### src/rtl/kts_pkg.sv
package kts_pkg;

    // Fixed widths of the command and result ports.
    localparam int OP_W     = 3;
    localparam int ST_W     = 2;
    localparam int IDX_W    = 8;
    localparam int TOT_W    = 9;
    localparam int KEY_IO_W = 32;

    typedef enum logic [OP_W-1:0] {
        OP_APPEND  = 3'd0,
        OP_POP     = 3'd1,
        OP_FIND    = 3'd2,
        OP_BRACKET = 3'd3,
        OP_READ    = 3'd4
    } t_op;

    typedef enum logic [ST_W-1:0] {
        ST_OK    = 2'd0,
        ST_FULL  = 2'd1,
        ST_EMPTY = 2'd2,
        ST_RANGE = 2'd3
    } t_status;

    // Kind of result the datapath captures into its output registers.
    typedef enum logic [3:0] {
        RES_NONE,
        RES_APPEND,
        RES_FULL,
        RES_EMPTY,
        RES_POP,
        RES_MATCH,
        RES_HIT,
        RES_BELOW,
        RES_ABOVE,
        RES_BETWEEN,
        RES_RANGE,
        RES_READ
    } t_res;

    // Read address source for the key memory.
    typedef enum logic [2:0] {
        RS_PTR,
        RS_ZERO,
        RS_HI,
        RS_MID,
        RS_RIDX
    } t_rsel;

    typedef struct packed {
        logic  load;
        logic  rd_en;
        t_rsel rd_sel;
        logic  wr_en;
        logic  cnt_inc;
        logic  cnt_dec;
        logic  scan_init;
        logic  br_init;
        logic  lo_take_mid;
        logic  hi_take_mid;
        logic  emit;
        t_res  res;
    } t_dp_cmd;

    typedef struct packed {
        logic empty;
        logic full;
        logic range_err;
        logic eq;
        logic lt;
        logic gt;
        logic ptr_zero;
        logic pend;
        logic span_gt1;
    } t_dp_sts;

endpackage

### src/rtl/kts_ctrl.sv
module kts_ctrl
    import kts_pkg::*;
(
    input  logic            i_clk,
    input  logic            i_rst_n,
    input  logic            i_start,
    input  logic [OP_W-1:0] i_opcode,
    output logic            o_busy,
    output t_dp_cmd         o_cmd,
    input  t_dp_sts         i_sts
);

    typedef enum logic [2:0] {
        S_IDLE,
        S_DECODE,
        S_FIND,
        S_BR_FIRST,
        S_BR_LAST,
        S_BR_LOOP,
        S_BR_MID,
        S_READ
    } t_state;

    t_state  r_state;
    t_state  n_state;
    t_op     r_op;
    t_op     n_op;
    logic    r_busy;
    logic    n_busy;
    t_dp_cmd cmd;

    function automatic t_dp_cmd append_cmd(input logic full);
        t_dp_cmd c;
        c      = '0;
        c.emit = 1'b1;
        if (full) begin
            c.res = RES_FULL;
        end else begin
            c.wr_en   = 1'b1;
            c.cnt_inc = 1'b1;
            c.res     = RES_APPEND;
        end
        return c;
    endfunction

    always_comb begin
        cmd     = '0;
        n_state = r_state;
        n_op    = r_op;
        n_busy  = r_busy;
        unique case (r_state)
            S_IDLE: begin
                if (i_start) begin
                    cmd.load = 1'b1;
                    n_op     = t_op'(i_opcode);
                    n_busy   = 1'b1;
                    n_state  = S_DECODE;
                end
            end
            S_DECODE: begin
                n_state = S_IDLE;
                n_busy  = 1'b0;
                unique case (r_op)
                    OP_APPEND: begin
                        cmd = append_cmd(i_sts.full);
                    end
                    OP_POP: begin
                        cmd.emit = 1'b1;
                        if (i_sts.empty) begin
                            cmd.res = RES_EMPTY;
                        end else begin
                            cmd.cnt_dec = 1'b1;
                            cmd.res     = RES_POP;
                        end
                    end
                    OP_FIND: begin
                        cmd.scan_init = 1'b1;
                        n_state       = S_FIND;
                        n_busy        = 1'b1;
                    end
                    OP_BRACKET: begin
                        if (i_sts.empty) begin
                            cmd.emit = 1'b1;
                            cmd.res  = RES_EMPTY;
                        end else begin
                            cmd.br_init = 1'b1;
                            cmd.rd_en   = 1'b1;
                            cmd.rd_sel  = RS_ZERO;
                            n_state     = S_BR_FIRST;
                            n_busy      = 1'b1;
                        end
                    end
                    OP_READ: begin
                        if (i_sts.range_err) begin
                            cmd.emit = 1'b1;
                            cmd.res  = RES_RANGE;
                        end else begin
                            cmd.rd_en  = 1'b1;
                            cmd.rd_sel = RS_RIDX;
                            n_state    = S_READ;
                            n_busy     = 1'b1;
                        end
                    end
                    default: begin
                        cmd.emit = 1'b1;
                        cmd.res  = RES_NONE;
                    end
                endcase
            end
            // One read per cycle from the top entry down; the compare of an
            // entry overlaps the read of the one below it.
            S_FIND: begin
                if (i_sts.pend && i_sts.eq) begin
                    cmd.emit = 1'b1;
                    cmd.res  = RES_MATCH;
                    n_state  = S_IDLE;
                    n_busy   = 1'b0;
                end else if (i_sts.ptr_zero) begin
                    cmd     = append_cmd(i_sts.full);
                    n_state = S_IDLE;
                    n_busy  = 1'b0;
                end else begin
                    cmd.rd_en  = 1'b1;
                    cmd.rd_sel = RS_PTR;
                end
            end
            S_BR_FIRST: begin
                if (i_sts.lt || i_sts.eq) begin
                    cmd.emit = 1'b1;
                    cmd.res  = i_sts.eq ? RES_HIT : RES_BELOW;
                    n_state  = S_IDLE;
                    n_busy   = 1'b0;
                end else begin
                    cmd.rd_en  = 1'b1;
                    cmd.rd_sel = RS_HI;
                    n_state    = S_BR_LAST;
                end
            end
            S_BR_LAST: begin
                if (i_sts.gt || i_sts.eq) begin
                    cmd.emit = 1'b1;
                    cmd.res  = i_sts.eq ? RES_HIT : RES_ABOVE;
                    n_state  = S_IDLE;
                    n_busy   = 1'b0;
                end else begin
                    n_state = S_BR_LOOP;
                end
            end
            S_BR_LOOP: begin
                if (i_sts.span_gt1) begin
                    cmd.rd_en  = 1'b1;
                    cmd.rd_sel = RS_MID;
                    n_state    = S_BR_MID;
                end else begin
                    cmd.emit = 1'b1;
                    cmd.res  = RES_BETWEEN;
                    n_state  = S_IDLE;
                    n_busy   = 1'b0;
                end
            end
            S_BR_MID: begin
                if (i_sts.eq) begin
                    cmd.emit = 1'b1;
                    cmd.res  = RES_HIT;
                    n_state  = S_IDLE;
                    n_busy   = 1'b0;
                end else begin
                    cmd.lo_take_mid = i_sts.gt;
                    cmd.hi_take_mid = !i_sts.gt;
                    n_state         = S_BR_LOOP;
                end
            end
            S_READ: begin
                cmd.emit = 1'b1;
                cmd.res  = RES_READ;
                n_state  = S_IDLE;
                n_busy   = 1'b0;
            end
            default: begin
                n_state = S_IDLE;
                n_busy  = 1'b0;
            end
        endcase
    end

    always_ff @(posedge i_clk) begin
        if (!i_rst_n) begin
            r_state <= S_IDLE;
            r_op    <= OP_APPEND;
            r_busy  <= 1'b0;
        end else begin
            r_state <= n_state;
            r_op    <= n_op;
            r_busy  <= n_busy;
        end
    end

    assign o_busy = r_busy;
    assign o_cmd  = cmd;

endmodule

### config.mk
export PLATFORM = sky130hd
export DESIGN_NAME = kts_ctrl
export DESIGN_NICKNAME = d
export VERILOG_FILES = /design/src/rtl/kts_pkg.sv /design/src/rtl/kts_ctrl.sv
export SDC_FILE = /design/constraint.sdc
export NUM_CORES = 1
export LEC_CHECK = 0
export CORE_AREA = 2 2 39 41
export CTS_BUF_LIST = sky130_fd_sc_hd__clkbuf_4 sky130_fd_sc_hd__clkbuf_8
export DETAILED_ROUTE_END_ITERATION = 10
export DIE_AREA = 0 0 41 43
export DONT_BUFFER_PORTS = 1
export GPL_ROUTABILITY_DRIVEN = 0
export PLACE_DENSITY_LB_ADDON = 0.3
export SLEW_MARGIN = 40
export SYNTH_ARGS = -nofsm -noshare
export SYNTH_HDL_FRONTEND = slang
export SYNTH_SLANG_ARGS = --single-unit
### constraint.sdc
create_clock -name i_clk -period 1.6 [get_ports i_clk]
set_input_delay 0.4 -clock i_clk [delete_from_list [all_inputs] [get_ports i_clk]]
set_output_delay 0.4 -clock i_clk [all_outputs]
set_load 0.02 [all_outputs]
==> impl_metrics.ini, run 1 <==
[synthesis]
yosysWarningCount = 0
syn-cell-area_sq_um = 724
synth.distinct_cells = 40
async_flop_share_pct = 0
synth_top_area_cell = dfxtp_1
synth_top_area_share_pct = 19.3
ys_seq_area_share_pct = 19.3
synth_seq_cells = 7
synth_nets = 116
post-synth-top-count-cell = nor2_1
synth_ff_type = dfxtp_1
synth_edf_count = 0
synth_area_per_cell_sq_um = 7.17
yosys-top-cells-count = 10 x nor2_1, 9 x nand2_1, 8 x nand2b_1, 7 x dfxtp_1
synth_area_leaders = dfxtp_1 19%, nand2b_1 6.9%, nor2_1 5.2%
synthCells = 101

[die]
floorplan.initialDensity_pct = 52.4
io_pins = 33
fp.dieH_um = 43
die_w_um = 41
rows = 14

[clock_network]
postCtsResizedCells = 39
holdBufCountCts = 0
htree_levels = 1
cts_inserted_buffers = 3
clock_path_buffers = 2
cts_root_buf = clkbuf_4
cts.sinks = 7
cts_setup_buffers = 15

[run_status]
firstError = [ERROR DPL-0038] Utilization greater than 100%, impossible to legalize
outcome = did not finish
stop_stage = 4_1_cts

[placement]
io_buffers = 0
dpl.cell_count = 149
dp_hpwl_um = 1900
placed_area_sq_mm = 0.00111
kinds of logic after synthesis:
kind of cell           share of synthesized area (%)
AND/OR/NAND/NOR                                 38.5
AO/OA/AOI/OAI                                   30.4
buffers and inverters                           7.60
flip-flops                                      19.3
multiplexers                                    4.15
per-stage QoR:
step / hold slack [ps] / TNS (ps) / worst slack, ps
after floorplan: 523 / -447 / -121
after global placement: 532 / -737 / -116
after detailed placement: 535 / -1020 / -125
==> inputs of run 2 (changes only) <==
Settings changed: CORE_AREA 2 2 39 41 to 2 2 63 65, CTS_BUF_LIST sky130_fd_sc_hd__clkbuf_4 sky130_fd_sc_hd__clkbuf_8 to default, DIE_AREA 0 0 41 43 to 0 0 65 67, PLACE_DENSITY_LB_ADDON 0.3 to 0.15.
Clock period 1.6 ns to 2.1 ns, I/O delays scaled along.
==> run 2 against run 1 <==
The flow now finishes, with violations (setup timing). Area after synthesis unchanged. Synthesized cell count stayed put.
==> impl_metrics.ini, run 2 <==
[run_status]
outcome = complete, but fails checks
violations = setup timing

[timing]
drv_slew = 0
slew_headroom_pct = 74.4
timing.fmax_ghz = 0.474
layout_setup_ws_ps = -8.09
hold_ws_ps = 416
rsz0062_at_grt = yes
fin_crit_sh_pct = 100
hold_viol_final = 0
fin_skew_ps = 3.75
setup_viol = 1
worst_slew_pin_slew_ps = 383
post-route-min-period_ps = 2110

[setup_path]
required_ps = 1570
r2r_slack_ps = 430
crit_type = flip-flop to output port
worstPathMaxFanout = 7
reg2reg_from = r_state[2]
rr_endpoint = o_busy
cp_data_arrival_time_ps = 1580
r2r_cells = 5
worst_setup_path_start_kind = flip-flop
end_kind = output port

[power]
seqPwrFrac_pct = 30.1
p_comb_share_pct = 35.0
switching_share_pct = 31.3
power.net_switching_uw = 167
total_power_uw = 534
p_leak_uw = 0.000467
max-vdd-ir-drop_v = 0.000339
pwr-share-clk_pct = 34.8
powerDensity_mw_per_mm2 = 464
intPower_uw = 366

[cells_and_area]
areaGrowthSynthToFinish_pct = 58.9
layout_common_cells = 28 x buf_4, 8 x nor2_1, 7 x nand2_1, 7 x nand2b_1, 4 x inv_1
utilization_pct = 31.9
layout.nets = 145
post-route-cell-area_sq_mm = 0.00115
fillers = 394
drive_above_1_share_pct = 47.3
layout_commonest_cell = buf_4
num_antenna_cells = 0

[route]
drtPass1Iterations = 4
ant_nets = 0
wl_um = 2550
post_drt_via_cell_ratio = 4.94
wire_per_inst_um = 14.4
vias = 874
remaining_drc_errors = 0
drtIter0Drc = 42

[hold_path]
whs_endpoint = r_state[2]
hp-class = primary input to flip-flop
min_from = i_rst_n
min_path_cells = 2

[placement]
pre_cts_ws_ps = 69.8
dp_hpwl_um = 2010
placed_area_sq_um = 958
io_buffers = 0

[clock_network]
tritoncts = done
clk_pin_slew_ps = 40
cts_root_buf = clkbuf_8
clk-insertion-delay-late_ps = 220
cts.sinks = 7
cts_inserted_buffers = 3
clock_path_buffers = 2
htree_levels = 1

[synthesis]
ys_seq_area_share_pct = 19.3
synthSimpleGateAreaFrac_pct = 38.5
synth_ff_type = dfxtp_1
synth_edf_count = 0
synthXorXnorAreaFrac_pct = 0
synth_top_family_by_area = simple AND/OR/NAND/NOR gates
synth_area_per_cell_sq_um = 7.17
synth.distinct_cells = 40
synth_nets = 116
async_flop_share_pct = 0
synth-adder-area-share_pct = 0
synth_seq_cells = 7
synth_compound_gate_area_share_pct = 30.4
synth_area_leaders = dfxtp_1 19%, nand2b_1 6.9%, nor2_1 5.2%
yosys-top-cells-count = 10 x nor2_1, 9 x nand2_1, 8 x nand2b_1, 7 x dfxtp_1
synth_top_area_cell = dfxtp_1
synthCells = 101
post-synth-top-count-cell = nor2_1
synth_top_area_share_pct = 19.3
syn-cell-area_sq_um = 724
yosysWarningCount = 0
muxShareOfSynthArea_pct = 4.15

[die]
fp.coreArea_sq_mm = 0.00361
floorplan.initialDensity_pct = 20.1
die_w_um = 65
fp.dieH_um = 67
io_pins = 33
rows = 22
die_area_sq_mm = 0.00436

[global_routing]
antenna_found_initial = 0
grtUsageTotal_pct = 11.8
grt_pass1_wl_um = 3950
grt_max_degree = 13
grt_pass1_vias = 865
grt_overflow = 0

[flow_run]
drv_cap = 0
[run 2: power by group through the flow]
stage          Sequential (uW)  Clock (uW)  Combinational (uW)
6_report                   161         186                 187
5_1_grt                    164         204                 203
4_1_cts                    164         192                 165
3_5_place_dp               164           0                 159
3_3_place_gp               164           0                 158
2_1_floorplan              157           0                 112
[run 2: layer usage]
layer / GRT usage (%) / wire, um / up-vias
met5: 0 / 0 / -
met4: 3.99 / 10 / 0
met3: 3.55 / 172 / 2
met2: 19.8 / 1260 / 27
met1: 14.2 / 1110 / 415
li1: - / - / 430
[run 2: metrics by stage]
step,cells,setup TNS (ps)
after floorplan,101,0
after global placement,168,0
after detailed placement,168,0
after CTS,172,0
after global routing,177,-361
final,177,-8.09
[run 2: cells by family (layout without fill, tap and decap cells)]
logic type / Yosys count / count (layout)
AND/OR/NAND/NOR: 48 / 48
buffers and inverters: 12 / 40
flip-flops: 7 / 7
multiplexers: 3 / 3
AO/OA/AOI/OAI: 31 / 31
[run 2: timing repair]
item | 4_1_cts | 5_1_grt
setup buffers | 0 | 5
hold buffers | 0 | 0
pin swaps | 1 | 7
hold endpoints to repair | 0 | 0
gates resized for setup | 10 | 25
endpoints found under the setup margin | 10 | 10
[run 2: critical path, cell delays in order, from the launching register on]
cell	delay, ps
dfxtp_4	360
buf_6	120
nor4b_4	390
buf_4	190
a32oi_2	50
o21ai_1	100
buf_4	160
[run 2: worst max path at each step]
| stage | slack [ps] | start | endpoint | cells after the start |
|---|---|---|---|---|
| floorplan | 70 | r_state[2] | o_cmd[11] | 5 |
| global placement | 70 | r_state[0] | o_cmd[1] | 4 |
| detailed placement | 70 | i_sts[6] | o_cmd[4] | 4 |
| CTS | 9 | r_state[1] | o_cmd[1] | 5 |
| global route | -70 | r_state[1] | o_cmd[10] | 5 |
| finish | -8 | r_state[1] | o_cmd[0] | 6 |
[run 2: cell type report]
cell class / count / area (sq um) / area share, %
multi-input cells: 82 / 629 / 54.7
repair buffers: 31 / 244 / 21.2
flip-flops and latches: 7 / 154 / 13.4
well taps: 48 / 60.1 / 5.22
clock buffers: 4 / 45.0 / 3.91
inverters: 5 / 18.8 / 1.63
(Power assumes the default switching activity.)
==> inputs of run 3 (changes only) <==
Clock period 2.1 ns to 2.6 ns, I/O delays scaled along.
==> run 3 against run 2 <==
The run now ends clean. Critical path depth decreased by 2. Global-route usage fell by 1.6 points. Critical path type unchanged. Die area did not move. Final area is 25% lower. Power is 28% lower. Non-clock buffer count decreased by 22.
==> impl_metrics.ini, run 3 (synthesized netlist as in run 2, its figures left out) <==
[run_status]
outcome = completed

[cells_and_area]
areaGrowthSynthToFinish_pct = 19.0
drive_above_1_share_pct = 15.9
fin_cells = 155
utilization_pct = 23.9
layout_common_cells = 10 x nor2_1, 9 x nand2_1, 9 x buf_4
seq_area_sq_um = 141
post-route-cell-area_sq_um = 862
num_antenna_cells = 0
layout_commonest_cell = nor2_1
fillers = 405
multi_input_area_sq_um = 529
layout.nets = 123

[timing]
post-route-min-period_ps = 2480
fin_crit_sh_pct = 95.4
worst_slew_pin_slew_ps = 476
rsz0062_at_grt = no
setup_viol = 0
timing.fmax_ghz = 0.403
fin_skew_ps = 3.54
drv_slew = 0
slew_headroom_pct = 68.0
hold_viol_final = 0
setup_tns_ps = 0

[clock_network]
holdBufCountCts = 0
clk-insertion-delay-late_ps = 220
tritoncts = done
cts.sinks = 7
cts_inserted_buffers = 3
htree_levels = 1
clock_path_buffers = 2
clk_pin_slew_ps = 40
cts_root_buf = clkbuf_8

[placement]
dpl.cell_count = 151
io_buffers = 0
placed_area_sq_um = 816
dp_hpwl_um = 1830

[power]
powerDensity_mw_per_mm2 = 443
max-vdd-ir-drop_v = 0.000235
p_leak_uw = 0.000328

[setup_path]
endpoint = o_cmd[15]
crit_path_start = r_state[1]
r2r_cells = 4
worstPathMaxFanout = 14
required_ps = 1950
worst_setup_path_start_kind = flip-flop
reg2reg_from = r_state[1]
crit_type = flip-flop to output port
cp_data_arrival_time_ps = 1830
rr_endpoint = o_busy
r2r_slack_ps = 760
end_kind = output port

[global_routing]
grtUsageTotal_pct = 10.2
grt_pass1_wl_um = 3420
antenna_found_initial = 0
grt_max_degree = 20
grt_overflow = 0
grt_pass1_vias = 722

[route]
ant_nets = 0
remaining_drc_errors = 0
vias = 748
drtPass1Iterations = 4
post_drt_via_cell_ratio = 4.83
drtIter0Drc = 16
wl_um = 2190
wire_per_inst_um = 14.1

[die]
io_pins = 33
fp.coreArea_sq_mm = 0.00361
rows = 22
floorplan.initialDensity_pct = 20.1
fp.dieH_um = 67
die_area_sq_mm = 0.00436
die_w_um = 65

[hold_path]
min_from = i_rst_n
hp-class = primary input to flip-flop

[flow_run]
drv_cap = 0
[run 3: cell count changes in the layout (fill, tap and decap cells not counted), sizes merged]
cell,change
buf,-22
[run 3: how the worst min path moves through the flow]
| stage | endpoint | slack, ps | cells after the start |
|---|---|---|---|
| 6_report | r_state[0] | 550 | 2 |
| 5_1_grt | r_state[0] | 550 | 2 |
| 4_1_cts | r_state[2] | 550 | 2 |
| 3_5_place_dp | r_op[1] | 610 | 2 |
| 3_3_place_gp | r_op[1] | 590 | 2 |
| 2_1_floorplan | r_op[1] | 540 | 2 |
[run 3: critical path, stage by stage (launching register included)]
cell      delay (ps)
dfxtp_1          580
nand2b_1         200
or4_4            490
o21a_1           160
nand2_1          180
[run 3: routing by layer]
layer	track usage, %	wire (um)
met3	1.86	167
met1	13.1	1020
met4	3.19	9
met2	17.3	1000
met5	0	0
[run 3: cell type report]
| type | instances | share of cell area, % |
|---|---|---|
| Tap cell | 48 | 6.97 |
| Sequential cell | 7 | 16.4 |
| Multi-Input combinational cell | 82 | 61.4 |
| Timing Repair Buffer | 9 | 7.84 |
| Inverter | 5 | 2.18 |
| Clock buffer | 4 | 5.22 |
[run 3: where the power goes]
part	leakage, uW	total (uW)	internal, uW	switching (uW)
combinational	0.000247	96.2	43.3	52.9
sequential	0.0000578	136	116	20.2
clock	0.0000228	150	106	43.9
total	0.000328	382	265	117
[run 3: timing repair]
item	4_1_cts	5_1_grt
resized for setup	0	1
buffers inserted	0	0
setup endpoints to repair	0	6
[run 3: per-stage QoR]
step	power (uW)	worst slack, ps	hold WS [ps]
final	382	120	550
after global routing	406	41.8	549
after CTS	386	83.0	548
after detailed placement	234	270	614
after global placement	235	275	587
after floorplan	215	51.1	545
==> inputs of run 4 (changes only) <==
Settings changed: PLACE_DENSITY_LB_ADDON 0.15 to default.
==> run 4 against run 3 <==
Utilization is 0.21 points higher. Fmax is 1.7% higher. Global-route usage is 0.32 points higher. Critical endpoint unchanged. Highest routed layer unchanged. Non-clock buffer count is 1 higher. Clock power hardly changed.
==> impl_metrics.ini, run 4 (synthesized netlist as in run 2, its figures left out) <==
[cells_and_area]
utilization_pct = 24.1
drive_above_1_share_pct = 16.7
num_antenna_cells = 0
fillers = 407
layout.nets = 124
areaGrowthSynthToFinish_pct = 20.0
layout_common_cells = 10 x nor2_1, 10 x buf_4, 9 x nand2_1

[clock_network]
clk_pin_slew_ps = 40
cts_root_buf = clkbuf_8
cts.sinks = 7
cts_inserted_buffers = 3
htree_levels = 1
tritoncts = done
clk-insertion-delay-late_ps = 230
clock_path_buffers = 2

[setup_path]
cp_data_arrival_time_ps = 1790
cp_cell_sequence = buf_4, or4_4, o21a_1, nand2_1
rr_endpoint = o_busy
critical-path-max-stage-delay_ps = 560
r2r_slack_ps = 820
crit_type = flip-flop to output port
required_ps = 1950
path_delay_family = simple AND/OR/NAND/NOR gates
worst_setup_path_start_kind = flip-flop
reg2reg_from = r_state[0]
path_depth = 4
worstPathMaxFanout = 14
crit_path_top_delay_cell = or4_4
critPathBufInv = 1
end_kind = output port
r2r_cells = 4

[timing]
timing.fmax_ghz = 0.410
post-route-min-period_ps = 2440
fin_skew_ps = 3.18
rsz0062_at_grt = no
setup_viol = 0
slew_headroom_pct = 65.2
drv_slew = 0
setup_tns_ps = 0
layout_setup_ws_ps = 163
fin_crit_sh_pct = 93.7
worst_slew_pin_slew_ps = 517
hold_viol_final = 0

[route]
drtPass1Iterations = 4
post_drt_via_cell_ratio = 4.97
ant_nets = 0
drtIter0Drc = 42
remaining_drc_errors = 0
wl_um = 2140
vias = 775
wire_per_inst_um = 13.7

[global_routing]
grt_pass1_vias = 727
antenna_found_initial = 0
grt_max_degree = 15
grt_pass1_wl_um = 3470
grt_overflow = 0
grtUsageTotal_pct = 10.5

[die]
rows = 22
die_area_sq_mm = 0.00436
fp.dieH_um = 67
fp.coreArea_sq_mm = 0.00361
floorplan.initialDensity_pct = 20.1
io_pins = 33
die_w_um = 65

[placement]
dp_hpwl_um = 1750
io_buffers = 0
pre_cts_ws_ps = 259

[run_status]
outcome = completed

[flow_run]
drv_cap = 0

[hold_path]
whs_endpoint = r_state[2]
hp-class = primary input to flip-flop
min_from = i_rst_n
min_path_cells = 2

[power]
p_leak_uw = 0.000333
max-vdd-ir-drop_v = 0.000327
powerDensity_mw_per_mm2 = 445
## run 4: changes by cell type in the layout (fill, tap and decap cells not counted), sizes merged
cell / before / now
buf: 9 / 10
## run 4: layout make-up
type                    instances  area [sq um]  area share [%]
clock buffers                   4          45.0            5.18
inverters                       5          18.8            2.16
multi-input cells              82           529            60.9
flip-flops and latches          7           141            16.3
well taps                      48          60.1            6.91
repair buffers                 10          75.1            8.63
## run 4: layer usage
| layer | wire length, um | GRT usage [%] | vias up |
|---|---|---|---|
| met2 | 911 | 16.0 | 31 |
| met1 | 1010 | 13.9 | 350 |
| met3 | 192 | 3.72 | 4 |
| met4 | 21 | 3.19 | 0 |
| met5 | 0 | 0 | - |
| li1 | - | - | 390 |
## run 4: worst max path at each step
stage	from	end
6_report	r_state[0]	o_cmd[15]
5_1_grt	r_state[0]	o_cmd[1]
4_1_cts	r_state[1]	o_cmd[15]
3_5_place_dp	i_sts[1]	o_cmd[15]
3_3_place_gp	i_sts[1]	o_cmd[15]
2_1_floorplan	r_state[2]	o_cmd[2]
## run 4: through the flow
step / instance area [sq um] / hold WS, ps / cells / total power, uW
3_5_place_dp: 823 / 604 / 152 / 236
2_1_floorplan: 724 / 545 / 101 / 215
4_1_cts: 868 / 541 / 156 / 392
6_report: 870 / 551 / 156 / 387
3_3_place_gp: 823 / 591 / 152 / 236
5_1_grt: 870 / 558 / 156 / 413
## run 4: repair_timing
action,in CTS,in global routing
hold endpoints to repair,0,0
gates resized for setup,0,1
setup endpoints to repair,0,1
buffers inserted,0,0
hold buffers,0,0
## run 4: report_power, final
part	leakage [uW]	internal (uW)	switching (uW)
registers	0.0000580	116	17.9
clock network	0.0000228	106	47.0
logic	0.000253	45.5	54.7
